$ cat src/vvpu_pkg.sv
`default_nettype none
package vvpu_pkg;

  localparam int unsigned WORD_W = 32;
  localparam int unsigned NUM_REGS = 7;
  localparam int unsigned ADDR_W = 5;

  // Register indexes
  localparam logic [2:0] REG_TIME_STEP = 3'd0;
  localparam logic [2:0] REG_LOWER_X   = 3'd1;
  localparam logic [2:0] REG_UPPER_X   = 3'd2;
  localparam logic [2:0] REG_LOWER_Y   = 3'd3;
  localparam logic [2:0] REG_UPPER_Y   = 3'd4;
  localparam logic [2:0] REG_LOWER_Z   = 3'd5;
  localparam logic [2:0] REG_UPPER_Z   = 3'd6;

  localparam logic [1:0] AXIS_X = 2'd0;
  localparam logic [1:0] AXIS_Y = 2'd1;
  localparam logic [1:0] AXIS_Z = 2'd2;

  localparam logic signed [31:0] SAT_MAX = 32'sh7FFF_FFFF;
  localparam logic signed [31:0] SAT_MIN = 32'sh8000_0000;

  typedef struct packed {
    logic [1:0]         axis;
    logic signed [31:0] position;
    logic signed [31:0] velocity;
    logic signed [31:0] acceleration;
    logic signed [31:0] force_req;
    logic [31:0]        mass;
    logic               active;
  } vvpu_in_t;

  typedef struct packed {
    logic [1:0]         axis_out;
    logic signed [31:0] new_position;
    logic signed [31:0] new_velocity;
    logic signed [31:0] new_acceleration;
    logic               still_active;
    logic               last;
  } vvpu_out_t;

  // Bound pair picked for the axis at queue entry
  typedef struct packed {
    vvpu_in_t           item;
    logic signed [31:0] lower;
    logic signed [31:0] upper;
    logic               in_range;
  } vvpu_job_t;

  typedef enum logic [2:0] {
    ST_IDLE, ST_DIV, ST_MUL1, ST_MUL2, ST_MUL3, ST_FIN, ST_OUT
  } vvpu_state_t;

  function automatic logic signed [31:0] sat32(input logic signed [71:0] v);
    if (v > 72'sd2147483647) return SAT_MAX;
    if (v < -72'sd2147483648) return SAT_MIN;
    return v[31:0];
  endfunction

endpackage
`default_nettype wire

$ cat src/vvpu_if.sv
`default_nettype none
interface vvpu_in_if import vvpu_pkg::*; ();
  logic     valid;
  logic     ready;
  vvpu_in_t data;
  modport source (output valid, output data, input ready);
  modport sink   (input valid, input data, output ready);
endinterface

`default_nettype wire

$ cat src/vvpu_front.sv
`default_nettype none
module vvpu_front import vvpu_pkg::*; (
  input  wire logic              clk,
  input  wire logic              rst_n,
  vvpu_in_if.sink                in_ch,
  input  wire logic [31:0]       bounds [1:6],
  output vvpu_job_t              job,
  output logic                   job_valid,
  input  wire logic              job_ready
);
  // Two-entry queue between intake and the datapath
  vvpu_job_t q_r [2];
  logic      wp_r, rp_r;
  logic [1:0] cnt_r;
  vvpu_job_t entry;

  // Classify the request: pick bounds of its axis
  always_comb begin
    entry          = '0;
    entry.item     = in_ch.data;
    entry.in_range = 1'b1;
    unique case (in_ch.data.axis)
      AXIS_X: begin entry.lower = bounds[REG_LOWER_X]; entry.upper = bounds[REG_UPPER_X]; end
      AXIS_Y: begin entry.lower = bounds[REG_LOWER_Y]; entry.upper = bounds[REG_UPPER_Y]; end
      AXIS_Z: begin entry.lower = bounds[REG_LOWER_Z]; entry.upper = bounds[REG_UPPER_Z]; end
      default: entry.in_range = 1'b0;
    endcase
  end

  assign in_ch.ready = (cnt_r != 2'd2);
  assign job_valid   = (cnt_r != 2'd0);
  assign job         = q_r[rp_r];

  always_ff @(posedge clk) begin
    if (in_ch.valid && in_ch.ready) q_r[wp_r] <= entry;
  end

  always_ff @(posedge clk) begin
    if (!rst_n) begin
      wp_r  <= 1'b0;
      rp_r  <= 1'b0;
      cnt_r <= 2'd0;
    end else begin
      if (in_ch.valid && in_ch.ready) wp_r <= ~wp_r;
      if (job_valid && job_ready)     rp_r <= ~rp_r;
      cnt_r <= cnt_r + 2'(in_ch.valid && in_ch.ready) - 2'(job_valid && job_ready);
    end
  end
endmodule
`default_nettype wire

$ cat src/flat_wrapper.sv
// flat-port wrapper written by rule: the top's interface ports become plain ports
module vvpu_front_flat import vvpu_pkg::*;
  (clk, rst_n, bounds, job, job_valid, job_ready, in_ch_valid, in_ch_data, in_ch_ready);
  vvpu_in_if in_ch_i ();
  input  wire logic clk;
  input  wire logic rst_n;
  input  wire logic [31:0] bounds[1:6];
  output vvpu_job_t job;
  output logic job_valid;
  input  wire logic job_ready;
  input wire logic [$bits(in_ch_i.valid)-1:0] in_ch_valid;
  input wire logic [$bits(in_ch_i.data)-1:0] in_ch_data;
  output wire logic [$bits(in_ch_i.ready)-1:0] in_ch_ready;
  assign in_ch_i.valid = in_ch_valid;
  assign in_ch_i.data = in_ch_data;
  assign in_ch_ready = in_ch_i.ready;
  vvpu_front u_core (.clk(clk), .rst_n(rst_n), .in_ch(in_ch_i), .bounds(bounds), .job(job), .job_valid(job_valid), .job_ready(job_ready));
endmodule
$ cat config.mk
export PLATFORM = sky130hd
export DESIGN_NAME = vvpu_front_flat
export DESIGN_NICKNAME = d
export VERILOG_FILES = /design/src/vvpu_pkg.sv /design/src/vvpu_if.sv /design/src/vvpu_front.sv /design/src/flat_wrapper.sv
export SDC_FILE = /design/constraint.sdc
export NUM_CORES = 1
export LEC_CHECK = 0
export BUFFER_PORTS_ARGS = -buffer_cell sky130_fd_sc_hd__buf_4
export CAP_MARGIN = 20
export CORE_UTILIZATION = 30
export CTS_CLUSTER_SIZE = 14
export DETAILED_ROUTE_END_ITERATION = 8
export PLACE_DENSITY_LB_ADDON = 0.12
export SYNTH_ARGS = -nofsm -noshare
export SYNTH_HDL_FRONTEND = slang
export SYNTH_SLANG_ARGS = --single-unit
export TNS_END_PERCENT = 20
$ cat constraint.sdc
create_clock -name clk -period 18.2 [get_ports clk]
set_input_delay 3.64 -clock clk [delete_from_list [all_inputs] [get_ports clk]]
set_output_delay 3.64 -clock clk [all_outputs]
set_load 0.05 [all_outputs]
==> flow_summary.yaml, run 1 <==
run_status:
  outcome: "completed"
yosys:
  yosysTopAreaCellShare: 0.754
  synth-simple-area-share: 0.0194
  synth_xor_area_frac: 0.000965
  synth_seq_cells: 461
  yosys-top-cells-area: "edfxtp_1, mux2_2, mux2i_1"
  synth_cells: 951
  synth_warnings: 0
  synth-compound-area-share: 0.0204
  synth.largest_area_cell: "edfxtp_1"
  synth_seq_area_share: 0.760
  synth.cell_area_um2: 18200
  synth_top_family_by_area: "multiplexers"
  synthAdderAreaFrac: 0.00138
  synth_cell_type_count: 30
  synthMuxAreaShare: 0.177
  synth_nets: 1312
  avgSynthCellArea_um2: 19.1
layout:
  fin_nets: 1921
  drive_gt1_frac: 0.575
  synthToLayoutAreaGrowth_pct: 36.6
  final_cell_count_no_fill: 2363
  postLayoutCoreUtil: 0.417
  antenna_cells: 0
placed_design:
  pre_cts_slack_ns: 11.09
  port_buffers: 588
  gp_congestion: 0.779
  hpwl_mm: 33.9
  dp.cells: 2278
sta:
  rsz0062_at_grt: "no"
  clock_skew_ns: 0.0187
  worst_pin_slew_ns: 1.04
  fin_crit_ns: 6.56
  setup_viol: 0
  hold_viol: 0
  tns_ns: 0
  setup_ws_ns: 11.64
  max_slew_margin: 0.308
  timing.fmax_ghz: 0.153
  finalCritPeriodShare: 0.360
  drv_slew: 0
clock_tree:
  cts_buffer_depth: 3
  clk_latency_ns: 0.58
  clock-root-buffer: "clkbuf_16"
  hold_buffers: 0
  htree_levels: 2
  cts_tree: "done"
  clock_sinks: 461
  postCtsSetupBuffers: 0
  clkTransAtPathRegs_ns: 0.06
  cts_resized: 0
  cts_buffers: 51
grt:
  grt_pass1_wl_mm: 67.5
  antenna_found_initial: 2
  track_usage: 0.149
  overflow: 0
  grt_pass1_vias: 10792
  grt_max_degree: 80
flow_run:
  drv_cap: 0
setup_path:
  cpLargestDelayFamily: "buffers and inverters"
  crit_top_cell: "buf_4"
  required_ns: 14.56
  crit_buf_inv: 2
  crit_slowest_cell: "buf_4"
  cpPeakStageDelay_ns: 0.84
  endpoint_kind: "primary output"
  worst_setup_path_start_kind: "flop"
  crit_chain: "buf_4 -> mux2_2 -> buf_4"
  cp.arrival_ns: 2.92
  worstPathMaxFanout: 69
  r2r-start: "u_core.cnt_r[0]"
  path_class: "reg -> out"
  ff2ff_setup_slack_ns: 14.87
pwr:
  power_leakage_nw: 9.45
  ir_worst_vdd_mv: 0.0685
  total_power_mw: 3.80
  powerDensity_nw_per_um2: 153
floorplanning:
  rows: 89
  fp.dieH_um: 248
  die_x_um: 248
  pin_count: 589
  start_util: 0.305
  dieArea_um2: 61500
  fp.coreArea_um2: 59500
route:
  viasPerCell: 4.43
  top_layer: "met5"
  met2_length_mm: 24.3
  met3_length_mm: 4.75
  detail_route.first_pass.iterations: 4
  vias: 10479
  dr.first_iter.drc_count: 453
  drc: 0
  wl_met1_mm: 18.4
  wl_per_cell_um: 20.5
  ant_nets: 0
  drt_wl_total_mm: 48.3
worst_hold_path:
  min_from: "u_core.rp_r"
  hp-class: "reg -> reg"
==> power by group <==
part	total, mW	switching [mW]	internal (mW)
Combinational	1.47	0.994	0.478
Clock	0.937	0.393	0.544
Sequential	1.40	0.0428	1.35
==> layout make-up <==
cell class	count	area, um2
Sequential cell	461	13800
Multi-Input combinational cell	441	3990
Fill cell	5553	34700
Clock buffer	63	1340
Clock inverter	20	150
Inverter	3	11.3
Timing Repair Buffer	602	4550
Tap cell	773	967
==> metal layers <==
| metal | up-vias | track usage |
|---|---|---|
| met3 | 57 | 0.0588 |
| met5 | - | 0 |
| met4 | 4 | 0.0381 |
| met2 | 393 | 0.255 |
| met1 | 5111 | 0.175 |
| li1 | 4914 | - |
==> stage by stage <==
stage	hold WS [ns]	cell area, um2
2_1_floorplan	0.453	18200
5_1_grt	0.565	24800
3_5_place_dp	0.521	23300
3_3_place_gp	0.497	23300
4_1_cts	0.531	24800
6_report	0.523	24800
==> worst reg2reg max path: stages, from the launching register on <==
cell	delay, ns
dfxtp_1	0.36
nand2b_1	0.20
and2_1	0.19
nor2b_4	0.25
buf_12	0.24
buf_4	0.72
buf_4	0.87
==> cell families (layout without fill, tap and decap cells) <==
family / count (synthesis) / count (layout)
adder cells (fa/ha/maj): 2 / 2
AND/OR/NAND/NOR: 79 / 79
flip-flops: 461 / 461
buffers and inverters: 49 / 688
multiplexers: 292 / 292
XOR/XNOR: 2 / 2
AO/OA/AOI/OAI: 66 / 66
==> Yosys cell counts (all sizes together) <==
cell type / number
edfxtp: 456
mux2: 228
nand2: 66
o21ai: 65
mux2i: 64
buf: 39
clkbuf: 7
dfxtp: 5
and2: 3
inv: 3
nor2: 3
ha: 2
and2b: 1
and3: 1
nand2b: 1
nand4b: 1
nor2b: 1
nor3: 1
o21a: 1
or2: 1
xnor2: 1
xor2: 1
==> cells in the final DEF, fill, tap and decap left out, types with 2 or more instances in the layout <==
| cell | n |
|---|---|
| nand2_1 | 56 |
| nor2_1 | 3 |
| o21ai_2 | 10 |
| mux2i_1 | 64 |
| buf_4 | 600 |
| bufinv_16 | 2 |
| nand2_2 | 10 |
| clkinv_1 | 12 |
| and2_1 | 3 |
| mux2_2 | 228 |
| clkinv_2 | 4 |
| clkbuf_16 | 52 |
| clkbuf_1 | 11 |
| dfxtp_1 | 4 |
| edfxtp_1 | 456 |
| ha_1 | 2 |
| o21ai_1 | 54 |
| inv_1 | 3 |
==> sequential cells by signal, summed over array words and instances (netlist names), named ones only <==
name / flops
u_core.q_r: 456
u_core.cnt_r: 2
u_core.rp_r: 1
u_core.wp_r: 1
==> path summary, 6_finish.rpt <==
kind / end / depth (start not counted)
setup / recovery: job[33] / 3
hold / removal: flop / 2
setup reg to reg: u_core.q_r[0][175] / 6
hold reg to reg: flop / 2
No activity file was read; power rests on OpenSTA's default activity.
==> inputs of run 2 (changes only) <==
==> constraint.sdc (replaced) <==
create_clock -name clk -period 5.55 [get_ports clk]
set_input_delay 1.11 -clock clk [delete_from_list [all_inputs] [get_ports clk]]
set_output_delay 1.11 -clock clk [all_outputs]
set_load 0.05 [all_outputs]
==> run 2 against run 1 <==
Net effect: total power grew to 3.3 times the previous value; sequential cell count stayed put; final cell count is 0.42% higher; first-iteration DRC count is 21% higher; global-route usage is 0.61 points higher; non-clock buffer count is 2 lower; routed wire length is 4.0% higher; critical endpoint is now job[51]; core utilization is 0.22 points higher; via count is 0.63% higher; critical path depth stayed put; clock skew is 0.00079 ns lower; die area stayed put.
==> flow_summary.yaml, run 2 (synthesized netlist as in run 1, its figures left out) <==
pwr:
  p_sw_frac: 0.374
  p_sw_mw: 4.72
  ir_worst_vdd_mv: 0.232
  power_leakage_nw: 9.49
  p_int_mw: 7.92
  sequentialPowerShare: 0.366
  clockPowerShare: 0.257
  power_frac_comb: 0.378
  powerDensity_nw_per_um2: 507
  total_power_mw: 12.6
sta:
  hold_slack_ns: 0.516
  fin_crit_ns: 3.82
  rsz0062_at_grt: "no"
  max_slew_margin: 0.349
  setup_ws_ns: 1.73
  finalCritPeriodShare: 0.688
  tns_ns: 0
  worst_pin_slew_ns: 0.976
  clock_skew_ns: 0.0179
  setup_viol: 0
  timing.fmax_ghz: 0.262
  hold_viol: 0
  drv_slew: 0
clock_tree:
  cts_tree: "done"
  hold_buffers: 0
  cts_buffers: 51
  postCtsSetupBuffers: 0
  cts_resized: 0
  clkTransAtPathRegs_ns: 0.06
  clk_latency_ns: 0.58
  clock-root-buffer: "clkbuf_16"
  clock_sinks: 461
  cts_buffer_depth: 3
  htree_levels: 2
grt:
  grt_pass1_vias: 10845
  track_usage: 0.156
  grt_max_degree: 92
  antenna_found_initial: 2
  grt_pass1_wl_mm: 69.4
  overflow: 0
setup_path:
  cp.arrival_ns: 2.71
  timing.rr.end: "u_core.q_r[1][195]"
  path_class: "reg -> out"
  r2r-start: "u_core.cnt_r[0]"
  ff2ff_path_depth: 3
  worst_setup_path_start_kind: "flop"
  required_ns: 4.44
  ff2ff_setup_slack_ns: 3.15
  worstPathMaxFanout: 58
  endpoint_kind: "primary output"
flow_run:
  drv_cap: 0
layout:
  register_area_um2: 13800
  layout_commonest_cell: "buf_4"
  postLayoutCoreUtil: 0.419
  n_fill_cell: 5493
  fin_nets: 1919
  final_cell_mix: "buf_4, edfxtp_1, mux2_2"
  synthToLayoutAreaGrowth_pct: 37.3
  final_cell_count_no_fill: 2373
  largest_reg_flops: 456
  multi_input_area_um2: 3990
  drive_gt1_frac: 0.573
  stdcell_area_um2: 24900
  top_register: "u_core.q_r"
  reg_top3: "u_core.q_r x456, u_core.cnt_r x2"
placed_design:
  placed_area_um2: 23300
  port_buffers: 588
  dp.cells: 2278
  hpwl_mm: 35.2
  gp_congestion: 0.819
  pre_cts_slack_ns: 2.24
floorplanning:
  die_x_um: 248
  fp.dieH_um: 248
  fp.coreArea_um2: 59500
  pin_count: 589
  start_util: 0.305
  dieArea_um2: 61500
  rows: 89
worst_hold_path:
  hp-class: "reg -> reg"
  min_from: "u_core.rp_r"
  hold_depth: 2
  holdPathEnd: "u_core.rp_r"
route:
  viasPerCell: 4.44
  detail_route.first_pass.iterations: 6
  drc: 0
  ant_nets: 0
  dr.first_iter.drc_count: 549
  drt_wl_total_mm: 50.3
  wl_per_cell_um: 21.2
  vias: 10545
run_status:
  outcome: "completed"
## run 2: worst max path at each step
stage | startpoint | end | slack, ns | depth (start not counted)
CTS | flop | job[159] | 1.57 | 3
global placement | flop | job[57] | 2.22 | 3
global route | flop | job[51] | 1.53 | 3
finish | flop | job[51] | 1.73 | 3
detailed placement | flop | job[159] | 2.24 | 3
floorplan | in_ch_valid | u_core.q_r[1][0] | -1.43 | 1
## run 2: layout make-up
class,instances,area share
antenna,1,0.000100
clock buffer,62,0.0528
clock inverter,32,0.0116
inverter,3,0.000452
multi-input combinational,441,0.160
sequential,461,0.553
tap,773,0.0388
timing repair buffer,600,0.183
## run 2: power groups by stage
stage / clock network (mW) / logic [mW] / registers, mW
3_3_place_gp: 0 / 4.83 / 4.70
3_5_place_dp: 0 / 4.83 / 4.71
2_1_floorplan: 0 / 3.39 / 4.65
4_1_cts: 3.35 / 4.85 / 4.64
6_report: 3.24 / 4.77 / 4.62
5_1_grt: 3.49 / 4.99 / 4.68
## run 2: critical path: stages, from the launching register on
cell	delay, ns
dfxtp_4	0.90
buf_4	0.55
mux2_2	0.41
buf_4	0.19
## run 2: layer usage
layer	part of all wire	GRT usage	vias up
met1	0.37	0.177	5132
met4	0.032	0.0583	2
li1	-	-	4915
met2	0.50	0.265	407
met3	0.094	0.0577	89
met5	0.00026	0	-
